===== src/hw/rtl/npcm_pkg.sv =====
// Shared types and constants for the nearest palette color match block.
// Used by every module under hw/rtl except npcm_ram; depends on nothing.
`timescale 1ns / 1ps

package npcm_pkg;

  localparam int COMP_W     = 16;  // component field width
  localparam int IDX_W      = 8;   // palette index field width
  localparam int SCALE_W    = 16;  // maxval register width
  localparam int COUNT_W    = 9;   // entry_count register width
  localparam int PROD_W     = 32;  // component times maxval
  localparam int SQ_W       = 64;  // squared scaled difference
  localparam int PAIR_W     = 65;  // sum of two squares
  localparam int DIST_W     = 66;  // sum of three squares
  localparam int CFG_IDX_W  = 2;
  localparam int CFG_DATA_W = 16;

  localparam logic [CFG_IDX_W-1:0] REG_IN_MAXVAL   = 2'd0;
  localparam logic [CFG_IDX_W-1:0] REG_MAP_MAXVAL  = 2'd1;
  localparam logic [CFG_IDX_W-1:0] REG_ENTRY_COUNT = 2'd2;

  localparam logic OP_LOAD  = 1'b0;
  localparam logic OP_MATCH = 1'b1;

  typedef logic [COMP_W-1:0] comp_t;
  typedef logic [PROD_W-1:0] prod_t;

  typedef struct packed {
    logic              opcode;
    logic [IDX_W-1:0]  entry_index;
    logic [COMP_W-1:0] comp_red;
    logic [COMP_W-1:0] comp_green;
    logic [COMP_W-1:0] comp_blue;
  } in_item_t;

  typedef struct packed {
    logic [IDX_W-1:0] best_index;
    logic             exact_hit;
    logic             empty_error;
  } out_item_t;

  // Effective settings; zero maxvals already forced to one.
  typedef struct packed {
    logic [SCALE_W-1:0] pix_scale;
    logic [SCALE_W-1:0] ent_scale;
    logic [COUNT_W-1:0] entry_count;
  } cfg_t;

  // Classified request held in the queue between front and back.
  typedef struct packed {
    logic             opcode;
    logic [IDX_W-1:0] entry_index;
    comp_t [2:0]      comp;    // masked components, red at [0]
    prod_t [2:0]      scaled;  // pixel components times palette maxval
  } q_item_t;

  // Travels with each palette entry through the distance pipeline.
  typedef struct packed {
    logic             valid;
    logic             last;
    logic [IDX_W-1:0] index;
  } tag_t;

  typedef struct packed {
    logic searching;
    logic finishing;
  } back_stat_t;

endpackage


===== src/hw/rtl/npcm_front.sv =====
// Front part: accepts requests, masks components and prescales the pixel.
// Depends on npcm_pkg.
`timescale 1ns / 1ps

module npcm_front #(
  parameter int COMPONENT_BITS = 16
) (
  input  logic                         in_valid,
  output logic                         in_ready,
  input  npcm_pkg::in_item_t           in_item,
  input  logic [npcm_pkg::SCALE_W-1:0] pix_scale,
  output logic                         q_valid,
  input  logic                         q_ready,
  output npcm_pkg::q_item_t            q_item
);

  npcm_pkg::comp_t [2:0] comp;

  assign comp[0] = npcm_pkg::comp_t'(in_item.comp_red[COMPONENT_BITS-1:0]);
  assign comp[1] = npcm_pkg::comp_t'(in_item.comp_green[COMPONENT_BITS-1:0]);
  assign comp[2] = npcm_pkg::comp_t'(in_item.comp_blue[COMPONENT_BITS-1:0]);

  assign in_ready = q_ready;
  assign q_valid  = in_valid;

  always_comb begin
    q_item.opcode      = in_item.opcode;
    q_item.entry_index = in_item.entry_index;
    q_item.comp        = comp;
    for (int k = 0; k < 3; k++) begin
      q_item.scaled[k] = npcm_pkg::prod_t'(comp[k]) * npcm_pkg::prod_t'(pix_scale);
    end
  end

endmodule


===== config.mk =====
export PLATFORM = sky130hd
export DESIGN_NAME = npcm_front
export DESIGN_NICKNAME = d
export VERILOG_FILES = /design/src/hw/rtl/npcm_pkg.sv /design/src/hw/rtl/npcm_front.sv
export SDC_FILE = /design/constraint.sdc
export NUM_CORES = 2
export LEC_CHECK = 0
export ABC_AREA = 1
export BUFFER_PORTS_ARGS = -buffer_cell sky130_fd_sc_hd__buf_2
export CAP_MARGIN = 20
export CORE_MARGIN = 4
export CORE_UTILIZATION = 59
export DETAILED_ROUTE_END_ITERATION = 8
export PLACE_DENSITY = 0.79
export SLEW_MARGIN = 20
export SYNTH_ARGS = -nofsm -noshare
export SYNTH_HDL_FRONTEND = slang
export SYNTH_SLANG_ARGS = --single-unit

===== constraint.sdc =====
create_clock -name vclk -period 16.3
set_clock_uncertainty 0.2 [all_clocks]
set_input_delay 0.815 -clock vclk [all_inputs]
set_output_delay 0.815 -clock vclk [all_outputs]
set_load 0.01 [all_outputs]

==> results by group <==
Synthesis
  – Dominant cell type by area after synthesis: fa_1
  – Post-Synthesis Cell Area: 28800 µm²
  – Synth area leaders: fa_1 (40%), nand2_1 (18%), inv_1 (17%), ha_1 (14%), clkbuf_1 (2.0%)
  – Synth top area share: 0.405
  – Sequential fraction of the synthesis area: 0
  – Top-count cell post-synth: nand2_1
  – Mapped Avg Cell Area: 6.93 µm²
  – Commonest cells post-synth: nand2_1 (1363), inv_1 (1299), fa_1 (582)
  – Syn Inst Count: 4153
  – Syn nets: around 5100
  – Synth Warn #: 0
  – Synth unique cells: 25

Outcome
  – Status: completed

Worst setup path
  – Slowest-stage cell, CP: buf_2
  – Max stage delay on crit path: 0.85 ns
  – Crit Path Max Fanout: 48
  – CP startpoint kind: input port
  – Worst Path Required: 15.29 ns
  – CP endpoint kind: primary output
  – CP cell instances: buf_2 -> nand2_1 -> fa_1 -> fa_1 -> fa_1 -> fa_1 -> inv_1 -> fa_1 -> inv_1 -> fa_1 -> inv_1 -> ha_1 -> nand2_1 -> nor2_2 -> nand3_1 -> nand3_2 -> nand2_1 -> nand2_1 -> nand2_1 -> nand2_1 -> buf_2
  – Critical path's top delay family: adder cells
  – Crit path DAT: 6.55 ns
  – Crit path depth: 21
  – Worst Path Buf+Inv: 5
  – Critical path class: input port to primary output

Layout
  – FF/Latch Area: 0 µm²
  – Fin nets: 5110
  – Clock buf count: 0
  – Seq_cells: 0
  – Share of cells above drive strength 1: 0.0676
  – Antenna cells: 0
  – Syn-to-layout area delta: 2.77%

Min path
  – Hold Path Cell Cnt: 0
  – Worst hold-check path type: input port to primary output

Timing
  – Fin crit period: 7.56 ns
  – Final-report hold violation count: 0
  – Setup TNS: 0 ns
  – Final setup viols: 0
  – Max_slew headroom: 0.227
  – Worst Max-Slew Pin Slew: 1.16 ns
  – Unrepaired setup endpoints after global routing: false
  – Final Cycle Share: 0.464
  – Fmax: 0.132 GHz
  – Slew Limit Fails: 0

Detailed routing
  – Final ANT Viol Nets: 0
  – DRT iter0 DRCs: between 1000 and 1500
  – Overall routed net length: 69500 µm
  – Via count: 24000
  – DR WL/cell: 14.6 µm
  – DR vias/cell: 5.05
  – Drt first pass iters: 5
  – Drt drc: 0

Placed design
  – Placer's final routability congestion estimate: 0.955
  – DP HPWL: 55600 µm
  – PortBufs: 208

Die
  – DIE HEIGHT: 229 µm
  – Core Area: 47900 µm²
  – Die width: 229 µm
  – Row count: 80
  – IO Pins: between 200 and 250
  – Area of the die: about 52000 µm²
  – Initial Util: 0.600

Run
  – MaxCap Viol Count: 0

GRT
  – Grt ovf: 0
  – GR Util All Layers: 0.271
  – Largest net degree at the start of global routing: ~50
  – Antenna violations before repair: 1
  – Vias in the first global route: 25100
  – Global-route wire length before repair: 119000 µm

Clocking
  – Post-CTS Setup Inserts: 0
  – CTS resizes: 0
  – CTS Hold Buffers Added: 0
## layout make-up
cell class	instances	area (µm²)
tap	615	769
timing repair buffer	221	1140
multi-input combinational	2619	22800
inverter	1299	4880
fill	4357	18400
## stage by stage
| stage | cell area (µm²) | setup slack, ns | utilization | instances | hold slack [ns] |
|---|---|---|---|---|---|
| finish | 29600 | 8.74 | 0.617 | 4754 | 1.43 |
| CTS | 29600 | 8.79 | 0.617 | 4754 | 1.43 |
| global route | 29600 | 8.43 | 0.617 | 4754 | 1.43 |
| detailed placement | 29600 | 8.80 | 0.617 | 4754 | 1.43 |
| global placement | 29600 | 8.82 | 0.617 | 4754 | 1.43 |
| floorplan | 28800 | 9.61 | - | 4153 | 1.52 |
## cell families (layout without fill, tap and decap cells)
family / Yosys count / count (layout) / share of synthesized area
compound gates: 57 / 57 / 0.0104
buf+inv: 1534 / 1520 / 0.208
fa+ha+maj: 894 / 894 / 0.540
xor+xnor: 54 / 54 / 0.0164
simple gates: 1614 / 1614 / 0.225
## cells in the final DEF (no fill, tap or decap), drive strengths merged
cell       n
a21oi     51
buf      221
inv     1299
xnor2      8
and2       1
ha       312
nand2   1379
nand3    101
o21bai     3
nand3b     4
and3       1
xor2      46
nor2     114
a21o       3
fa       582
nand4     12
nor3       2
## worst paths after layout
check / startpoint / to / slack, ns
max: pix_scale[1] / q_item[61] / 8.74
min: in_item[50] / q_item[146] / 1.43
## metal layers
layer,vias to the layer above,global-route usage,share of wire
li1,11400,-,-
met1,11500,0.368,0.42
met2,906,0.476,0.49
met3,117,0.0262,0.070
met4,2,0.0569,0.019
met5,-,0,0.00019
Power is left out: the tool's default activity adds up to more than one toggle a clock period on the data nets, which glitch-free logic cannot reach.
