## src/hw/rtl/npcm_pkg.sv

```systemverilog
// Shared types and constants for the nearest palette color match block.
// Used by every module under hw/rtl except npcm_ram; depends on nothing.
`timescale 1ns / 1ps

package npcm_pkg;

  localparam int COMP_W     = 16;  // component field width
  localparam int IDX_W      = 8;   // palette index field width
  localparam int SCALE_W    = 16;  // maxval register width
  localparam int COUNT_W    = 9;   // entry_count register width
  localparam int PROD_W     = 32;  // component times maxval
  localparam int SQ_W       = 64;  // squared scaled difference
  localparam int PAIR_W     = 65;  // sum of two squares
  localparam int DIST_W     = 66;  // sum of three squares
  localparam int CFG_IDX_W  = 2;
  localparam int CFG_DATA_W = 16;

  localparam logic [CFG_IDX_W-1:0] REG_IN_MAXVAL   = 2'd0;
  localparam logic [CFG_IDX_W-1:0] REG_MAP_MAXVAL  = 2'd1;
  localparam logic [CFG_IDX_W-1:0] REG_ENTRY_COUNT = 2'd2;

  localparam logic OP_LOAD  = 1'b0;
  localparam logic OP_MATCH = 1'b1;

  typedef logic [COMP_W-1:0] comp_t;
  typedef logic [PROD_W-1:0] prod_t;

  typedef struct packed {
    logic              opcode;
    logic [IDX_W-1:0]  entry_index;
    logic [COMP_W-1:0] comp_red;
    logic [COMP_W-1:0] comp_green;
    logic [COMP_W-1:0] comp_blue;
  } in_item_t;

  typedef struct packed {
    logic [IDX_W-1:0] best_index;
    logic             exact_hit;
    logic             empty_error;
  } out_item_t;

  // Effective settings; zero maxvals already forced to one.
  typedef struct packed {
    logic [SCALE_W-1:0] pix_scale;
    logic [SCALE_W-1:0] ent_scale;
    logic [COUNT_W-1:0] entry_count;
  } cfg_t;

  // Classified request held in the queue between front and back.
  typedef struct packed {
    logic             opcode;
    logic [IDX_W-1:0] entry_index;
    comp_t [2:0]      comp;    // masked components, red at [0]
    prod_t [2:0]      scaled;  // pixel components times palette maxval
  } q_item_t;

  // Travels with each palette entry through the distance pipeline.
  typedef struct packed {
    logic             valid;
    logic             last;
    logic [IDX_W-1:0] index;
  } tag_t;

  typedef struct packed {
    logic searching;
    logic finishing;
  } back_stat_t;

endpackage

```

## src/hw/rtl/npcm_fifo.sv

```systemverilog
// Two-entry request queue between the front and back parts.
// Depends on npcm_pkg.
`timescale 1ns / 1ps

module npcm_fifo (
  input  logic              clk,
  input  logic              rst,
  input  logic              wr_valid,
  output logic              wr_ready,
  input  npcm_pkg::q_item_t wr_item,
  output logic              rd_valid,
  input  logic              rd_ready,
  output npcm_pkg::q_item_t rd_item
);

  npcm_pkg::q_item_t mem [2];
  logic       wr_ptr;
  logic       rd_ptr;
  logic [1:0] count;
  logic       push;
  logic       pop;

  assign wr_ready = (count != 2'd2);
  assign rd_valid = (count != 2'd0);
  assign rd_item  = mem[rd_ptr];
  assign push     = wr_valid && wr_ready;
  assign pop      = rd_valid && rd_ready;

  always_ff @(posedge clk) begin
    if (rst) begin
      wr_ptr <= 1'b0;
      rd_ptr <= 1'b0;
      count  <= 2'd0;
    end else begin
      if (push) begin
        mem[wr_ptr] <= wr_item;
        wr_ptr      <= ~wr_ptr;
      end
      if (pop) begin
        rd_ptr <= ~rd_ptr;
      end
      case ({push, pop})
        2'b10:   count <= count + 2'd1;
        2'b01:   count <= count - 2'd1;
        default: count <= count;
      endcase
    end
  end

endmodule

```

## config.mk

```make
export PLATFORM = sky130hd
export DESIGN_NAME = npcm_fifo
export DESIGN_NICKNAME = d
export VERILOG_FILES = /design/src/hw/rtl/npcm_pkg.sv /design/src/hw/rtl/npcm_fifo.sv
export SDC_FILE = /design/constraint.sdc
export NUM_CORES = 1
export LEC_CHECK = 0
export CAP_MARGIN = 20
export CORE_UTILIZATION = 45
export DETAILED_ROUTE_END_ITERATION = 10
export DONT_BUFFER_PORTS = 1
export GPL_TIMING_DRIVEN = 0
export MAX_ROUTING_LAYER = met4
export PLACE_DENSITY_LB_ADDON = 0.08
export SKIP_LAST_GASP = 1
export SLEW_MARGIN = 15
export SYNTH_ARGS = -nofsm -noshare
export SYNTH_HDL_FRONTEND = slang
export SYNTH_SLANG_ARGS = --single-unit
```

## constraint.sdc

```tcl
create_clock -name clk -period 13.7 [get_ports clk]
set_input_delay 1.37 -clock clk [delete_from_list [all_inputs] [get_ports clk]]
set_output_delay 1.37 -clock clk [all_outputs]
set_load 0.01 [all_outputs]
```

==> reports/metrics.csv, run 1 <==
stage,metric,value,unit
timing,fmax,309,MHz
layout,area_delta_synth_final,14.3,%
yosys,synth-warning-count,0,
clocking,cts_buffer_depth,3,
clocking,cts_tree,yes,
detailed_routing,routed_wl,20700,um
detailed_routing,wl_per_cell,22.5,um
run,drv_cap,0,
critical_path,reg2reg_slack,10.74,ns
critical_path,cp-end-kind,output pin,
clocking,cts_resized,0,
critical_path,r2r_cells,10,
grt,grt-ovfl-total,0,
layout,diodes,0,
timing,final.min_clock_period,3.24,ns
place,dpl.hpwl,15300,um
floorplan,die_y,162,um
place,dp_slack,10.01,ns
clocking,htreeDepth,1,
critical_path,cpMostUsedCell,buf_6,
critical_path,slowest_delay,0.34,ns
clocking,clk_pin_slew_worst_paths,0.06,ns
place,dp_cells,865,
floorplan,die-area,0.0263,mm^2
detailed_routing,dr.first_iter.drc_count,224,
timing,period_share,23.6,%
critical_path,path_max_fanout,10,
clocking,cts-buffers-inserted,31,
detailed_routing,wl_met2,10900,um
detailed_routing,via_per_inst,5.13,
detailed_routing,dr.pass1.iters,4,
timing,setup_violations,0,
timing,drv_slew,0,
critical_path,r2r-start,count[0],
floorplan,ios,312,
grt,grt_first_pass_wirelength,30100,um
power_and_ir_drop,switching_power,621,uW
floorplan,dieWidth,162,um
power_and_ir_drop,p_int,1.82,mW
detailed_routing,top_layer,met4,
yosys,syn-num-nets,660,
layout,drive_gt1_share,41.0,%
detailed_routing,dr_wl_met3,2640,um
clocking,post_cts_buffers,0,
critical_path,slowest_stage,mux2_4,
layout,fill_cells,1974,
layout,multiInputGateArea,0.00211,mm^2
floorplan,rows,58,
timing,slew_headroom,54.8,%
critical_path,rr_endpoint,mem[1][107],
layout,regArea,0.00929,mm^2
grt,grt_pass1_vias,5088,
clocking,clockRootBuffer,clkbuf_16,
yosys,synth_seq_cells,311,
yosys,synth_cell_types,20,
clocking,ctsHoldBuffers,0,
timing,hold_viol,0,
hold_path,hold_end,wr_ptr,
timing,fin_worst_skew,0.00654,ns
place,io_buffers,0,
detailed_routing,via_count,4716,
timing,worst_pin_slew,0.674,ns
critical_path,setup.worst_path.start_class,flop,
power_and_ir_drop,power_density,185,mW/mm^2
clocking,cts.sinks,311,
layout,post_layout_nonfiller_instances,920,
grt,grt_max_degree,15,
timing,setup_slack,10.46,ns
detailed_routing,routedLengthMet1,6650,um
power_and_ir_drop,p_comb_share,21.1,%
outcome,status,"finished, final reports clean",
power_and_ir_drop,seq_power_share,47.2,%
hold_path,hp-start,wr_ptr,
power_and_ir_drop,leakage,4.43,nW
power_and_ir_drop,p_sw_share,25.5,%
timing,hold_ws,0.502,ns
hold_path,hold-path-cell-count,2,
critical_path,arrival,1.87,ns
yosys,synth_seq_area_share,80.5,%
floorplan,start_util,45.8,%
yosys,synthCells,502,
clocking,clock_latency,0.54,ns
critical_path,path_cells,buf_2 -> buf_6 -> buf_6 -> mux2_4,
detailed_routing,drc_errors,0,
critical_path,critPathRequiredTime,12.33,ns
critical_path,worstSetupPathType,reg -> out,
power_and_ir_drop,peakVddDrop,0.000105,V
grt,antenna_found_initial,0,
place,place.gp.congestion,0.725,
layout,layout.nets,726,
power_and_ir_drop,clkPwrFrac,31.7,%
yosys,avgSynthCellArea,23.0,um^2
timing,rsz0062_at_grt,no,
detailed_routing,ant_nets,0,
yosys,synth_area,0.0115,mm^2
timing,tns,0,ns
floorplan,coreArea,0.0252,mm^2
hold_path,hold_class,reg -> reg,
grt,track_usage,15.9,%
==> synthesized netlist by cell type (all sizes together) <==
| cell type | n | share of area, % |
|---|---|---|
| edfxtp | 306 | 80 |
| nand2 | 1 | 0.033 |
| nor3b | 1 | 0.065 |
| a21oi | 2 | 0.087 |
| o21a | 1 | 0.065 |
| mux2 | 153 | 17 |
| nor2b | 1 | 0.054 |
| xor2 | 1 | 0.076 |
| nor2 | 3 | 0.098 |
| ha | 1 | 0.11 |
| buf | 17 | 1.2 |
| xnor2 | 2 | 0.15 |
| nor3 | 1 | 0.043 |
| or3 | 2 | 0.11 |
| or2 | 1 | 0.054 |
| o21ai | 2 | 0.087 |
| dfxtp | 5 | 0.87 |
| inv | 2 | 0.065 |
==> placed cells by master (no fill, tap or decap) <==
cell	n
nor3_2	1
mux2_4	70
xor2_1	1
buf_6	22
clkinv_2	1
nor3b_2	1
xnor2_1	2
nor2b_1	1
buf_4	19
ha_1	1
o21ai_0	2
clkinvlp_4	1
dfxtp_1	5
bufinv_16	2
o21a_1	1
edfxtp_1	306
clkbuf_1	8
inv_1	2
nor2_1	3
nand2_1	1
mux2_2	83
clkbuf_16	31
inv_6	1
buf_2	9
or2_2	1
clkinv_1	11
or3_1	2
a21oi_1	2
==> critical path: cells and delay by family, from the launching register on <==
family | cells | cell delay, ns
buffers and inverters | 3 | 0.67
DFF | 1 | 0.30
muxes | 1 | 0.34
==> cell families (layout without fill, tap and decap cells) <==
group / count (synthesis) / in the layout / synth area share (%)
compound gates: 5 / 5 / 0.239
simple gates: 10 / 10 / 0.456
fa+ha+maj: 1 / 1 / 0.108
flops: 311 / 311 / 80.5
buf+inv: 19 / 107 / 1.24
xor+xnor: 3 / 3 / 0.228
mux: 153 / 153 / 17.2
==> metrics by stage <==
stage	instance area, um^2	power (mW)	util (%)
detailed placement	12300	1.70	48.7
global route	13200	2.54	52.4
CTS	13200	2.48	52.4
floorplan	11500	1.61	-
global placement	11900	1.72	47.5
finish	13200	2.44	52.4
==> state kept, by name, indices dropped and copies added (netlist names), named ones only <==
| signal | count |
|---|---|
| rd_ptr | 1 |
| count | 2 |
| wr_ptr | 1 |
| mem | 306 |
==> routing by layer <==
layer	vias to the layer above	GRT usage, %
met3	39	8.07
met4	0	4.85
met2	209	28.0
met1	2334	15.0
met5	-	-
li1	2134	-
==> power by group through the flow <==
stage                     Sequential (mW)  Combinational, mW  Clock (mW)
after floorplan                      1.20              0.414           0
after global placement               1.22              0.503           0
after detailed placement             1.17              0.528           0
after CTS                            1.15              0.530       0.795
after global routing                 1.16              0.551       0.830
final                                1.15              0.515       0.773
==> worst max-delay path by stage <==
stage | endpoint | cells past startpoint | slack (ns)
floorplan | mem[1][0] | 2 | 0.32
global route | rd_item[116] | 4 | 10.34
finish | rd_item[94] | 4 | 10.46
CTS | rd_item[122] | 4 | 10.37
global placement | mem[1][135] | 2 | -5.32
detailed placement | mem[1][108] | 8 | 10.01
==> final cells by class <==
type,instances,area share (%)
Sequential cell,311,70.4
Multi-Input combinational cell,172,16.0
Clock buffer,39,6.11
Tap cell,330,3.13
Timing Repair Buffer,33,2.28
Buffer,17,1.02
Clock inverter,16,0.930
Inverter,2,0.0569
(Power assumes the default switching activity.)
==> inputs of run 2 (changes only) <==
==> constraint.sdc (replaced) <==
create_clock -name clk -period 2.7 [get_ports clk]
set_input_delay 0.27 -clock clk [delete_from_list [all_inputs] [get_ports clk]]
set_output_delay 0.27 -clock clk [all_outputs]
set_load 0.01 [all_outputs]
==> reports/metrics.csv, run 2 (synthesized netlist as in run 1, its figures left out) <==
stage,metric,value,unit,change
detailed_routing,dr.pass1.iters,4,,unchanged
power_and_ir_drop,peakVddDrop,0.000592,V,was 0.000105 V
critical_path,cp_num_buf_inv,5,,was 3
layout,largest_registers,"mem (306), count (2)",,unchanged
timing,period_share,88.7,%,
critical_path,cpMostUsedCell,buf_8,,was buf_6
floorplan,die-area,0.0263,mm^2,unchanged
layout,regMostFlops,mem,,unchanged
outcome,status,"finished, final reports clean",,unchanged
timing,hold_viol,0,,unchanged
timing,slew_headroom,50.0,%,was 54.8%
timing,setup_violations,0,,unchanged
timing,tns,0,ns,unchanged
timing,fmax,418,MHz,
run,drv_cap,0,,unchanged
place,dp_slack,0.273,ns,was 10.01 ns
timing,drv_slew,0,,unchanged
critical_path,r2r_cells,8,,was 10
layout,final_core_util,59.3,%,was 52.4%
grt,grt_first_pass_wirelength,32200,um,was 30100 um
floorplan,ios,312,,unchanged
floorplan,die_y,162,um,unchanged
layout,area_delta_synth_final,29.5,%,was 14.3%
detailed_routing,wl_per_cell,20.3,um,was 22.5 um
critical_path,crit_family,buffers and inverters,,unchanged
detailed_routing,dr.first_iter.drc_count,229,,was 224
clocking,clock_latency,0.54,ns,about the same
timing,worst_pin_slew,0.749,ns,was 0.674 ns
timing,fin_worst_skew,0.0111,ns,was 0.00654 ns
layout,diodes,0,,unchanged
floorplan,start_util,45.8,%,unchanged
grt,grt_max_degree,19,,was 15
critical_path,slowest_delay,0.65,ns,was 0.34 ns
critical_path,path_cells,nor2b_4 -> inv_2 -> nand2_4 -> nor3b_4 -> buf_8 -> buf_8 -> buf_8 -> buf_16,,was buf_2 -> buf_6 -> buf_6 -> mux2_4
critical_path,path_max_fanout,16,,was 10
layout,layout_commonest_cell,edfxtp_1,,unchanged
critical_path,worstSetupPathType,reg -> reg,,was reg -> out
layout,largest_reg_flops,306,,unchanged
critical_path,cp.depth,8,,was 4
layout,drive_gt1_share,32.7,%,was 41.0%
clocking,cts_tree,yes,,unchanged
detailed_routing,via_count,5313,,was 4716
detailed_routing,via_per_inst,4.99,,was 5.13
critical_path,arrival,2.64,ns,was 1.87 ns
layout,final_cell_mix,"edfxtp_1, dlygate4sd3_1, mux2_2",,"was edfxtp_1, mux2_2, mux2_4"
grt,grt_pass1_vias,5787,,was 5088
floorplan,dieWidth,162,um,unchanged
clocking,cts_buffer_depth,3,,unchanged
critical_path,cp-end-kind,flop,,was output pin
clocking,clk_pin_slew_worst_paths,0.06,ns,about the same
floorplan,coreArea,0.0252,mm^2,unchanged
power_and_ir_drop,power_density,875,mW/mm^2,was 185 mW/mm^2
critical_path,slowest_stage,nor3b_4,,was mux2_4
timing,rsz0062_at_grt,no,,unchanged
place,dpl.hpwl,15100,um,was 15300 um
place,place.gp.congestion,0.720,,was 0.725
grt,grt-ovfl-total,0,,unchanged
place,io_buffers,0,,unchanged
clocking,clockRootBuffer,clkbuf_16,,unchanged
detailed_routing,routed_wl,21700,um,was 20700 um
hold_path,hold-path-cell-count,3,,was 2
critical_path,critPathRequiredTime,2.94,ns,was 12.33 ns
clocking,cts_resized,0,,unchanged
critical_path,setup.worst_path.start_class,flop,,unchanged
detailed_routing,ant_nets,0,,unchanged
power_and_ir_drop,leakage,5.12,nW,was 4.43 nW
grt,track_usage,16.7,%,was 15.9%
floorplan,rows,58,,unchanged
grt,antenna_found_initial,0,,unchanged
timing,final.min_clock_period,2.40,ns,
layout,layout.nets,869,,was 726
detailed_routing,drc_errors,0,,unchanged
hold_path,hold_class,in -> reg,,was reg -> reg
clocking,cts.sinks,311,,unchanged
clocking,cts-buffers-inserted,31,,unchanged
timing,hold_ws,0.0833,ns,was 0.502 ns
clocking,htreeDepth,1,,unchanged
timing,setup_slack,0.305,ns,was 10.46 ns
## run 2: worst paths after layout
check,from,endpoint,slack (ns)
worst max-delay path,count[1],mem[1][103],0.30
worst min-delay path,rd_ready,flop,0.08
worst max register to register,count[1],mem[1][103],0.30
worst min register to register,count[1],count[1],0.51
## run 2: area by class of cell
| cell class | instances | area, um^2 |
|---|---|---|
| fillers | 1816 | 10200 |
| flip-flops and latches | 311 | 9290 |
| multi-input cells | 172 | 2140 |
| repair buffers | 176 | 1910 |
| clock buffers | 37 | 798 |
| well taps | 330 | 413 |
| clock inverters | 20 | 244 |
| plain buffers | 17 | 135 |
| inverters | 2 | 7.51 |
## run 2: stage by stage
| stage | power (mW) | cells | instance area (um^2) |
|---|---|---|---|
| after floorplan | 8.10 | 502 | 11600 |
| final | 13.1 | 1065 | 14900 |
| after detailed placement | 8.69 | 853 | 12300 |
| after global placement | 8.59 | 832 | 12000 |
| after CTS | 13.3 | 1065 | 14900 |
| after global routing | 13.6 | 1065 | 14900 |
## run 2: metal layers
layer  vias up  GRT usage (%)  part of all wire [%]
met5         -              -                     0
met4         0           4.59                   1.9
met3        31           5.01                   8.4
met2       212           29.6                    52
met1      2645           18.2                    37
li1       2425              -                     -
## run 2: worst reg2reg max path: cells and delay by family (launching register included)
kind	cells	cell delay, ns
buffers and inverters	5	0.90
and+or+nand+nor	3	0.86
DFF	1	0.34
## run 2: power breakdown
group	internal [mW]	switching, mW	total, mW
registers	5.75	0.103	5.85
clock network	2.66	1.66	4.32
logic	1.39	1.51	2.90
total	9.80	3.27	13.1
## run 2: timing repair
item	in CTS	in global routing
hold buffers	155	0
endpoints found under the hold margin	328	0
setup buffers	0	0
setup endpoints to repair	0	0
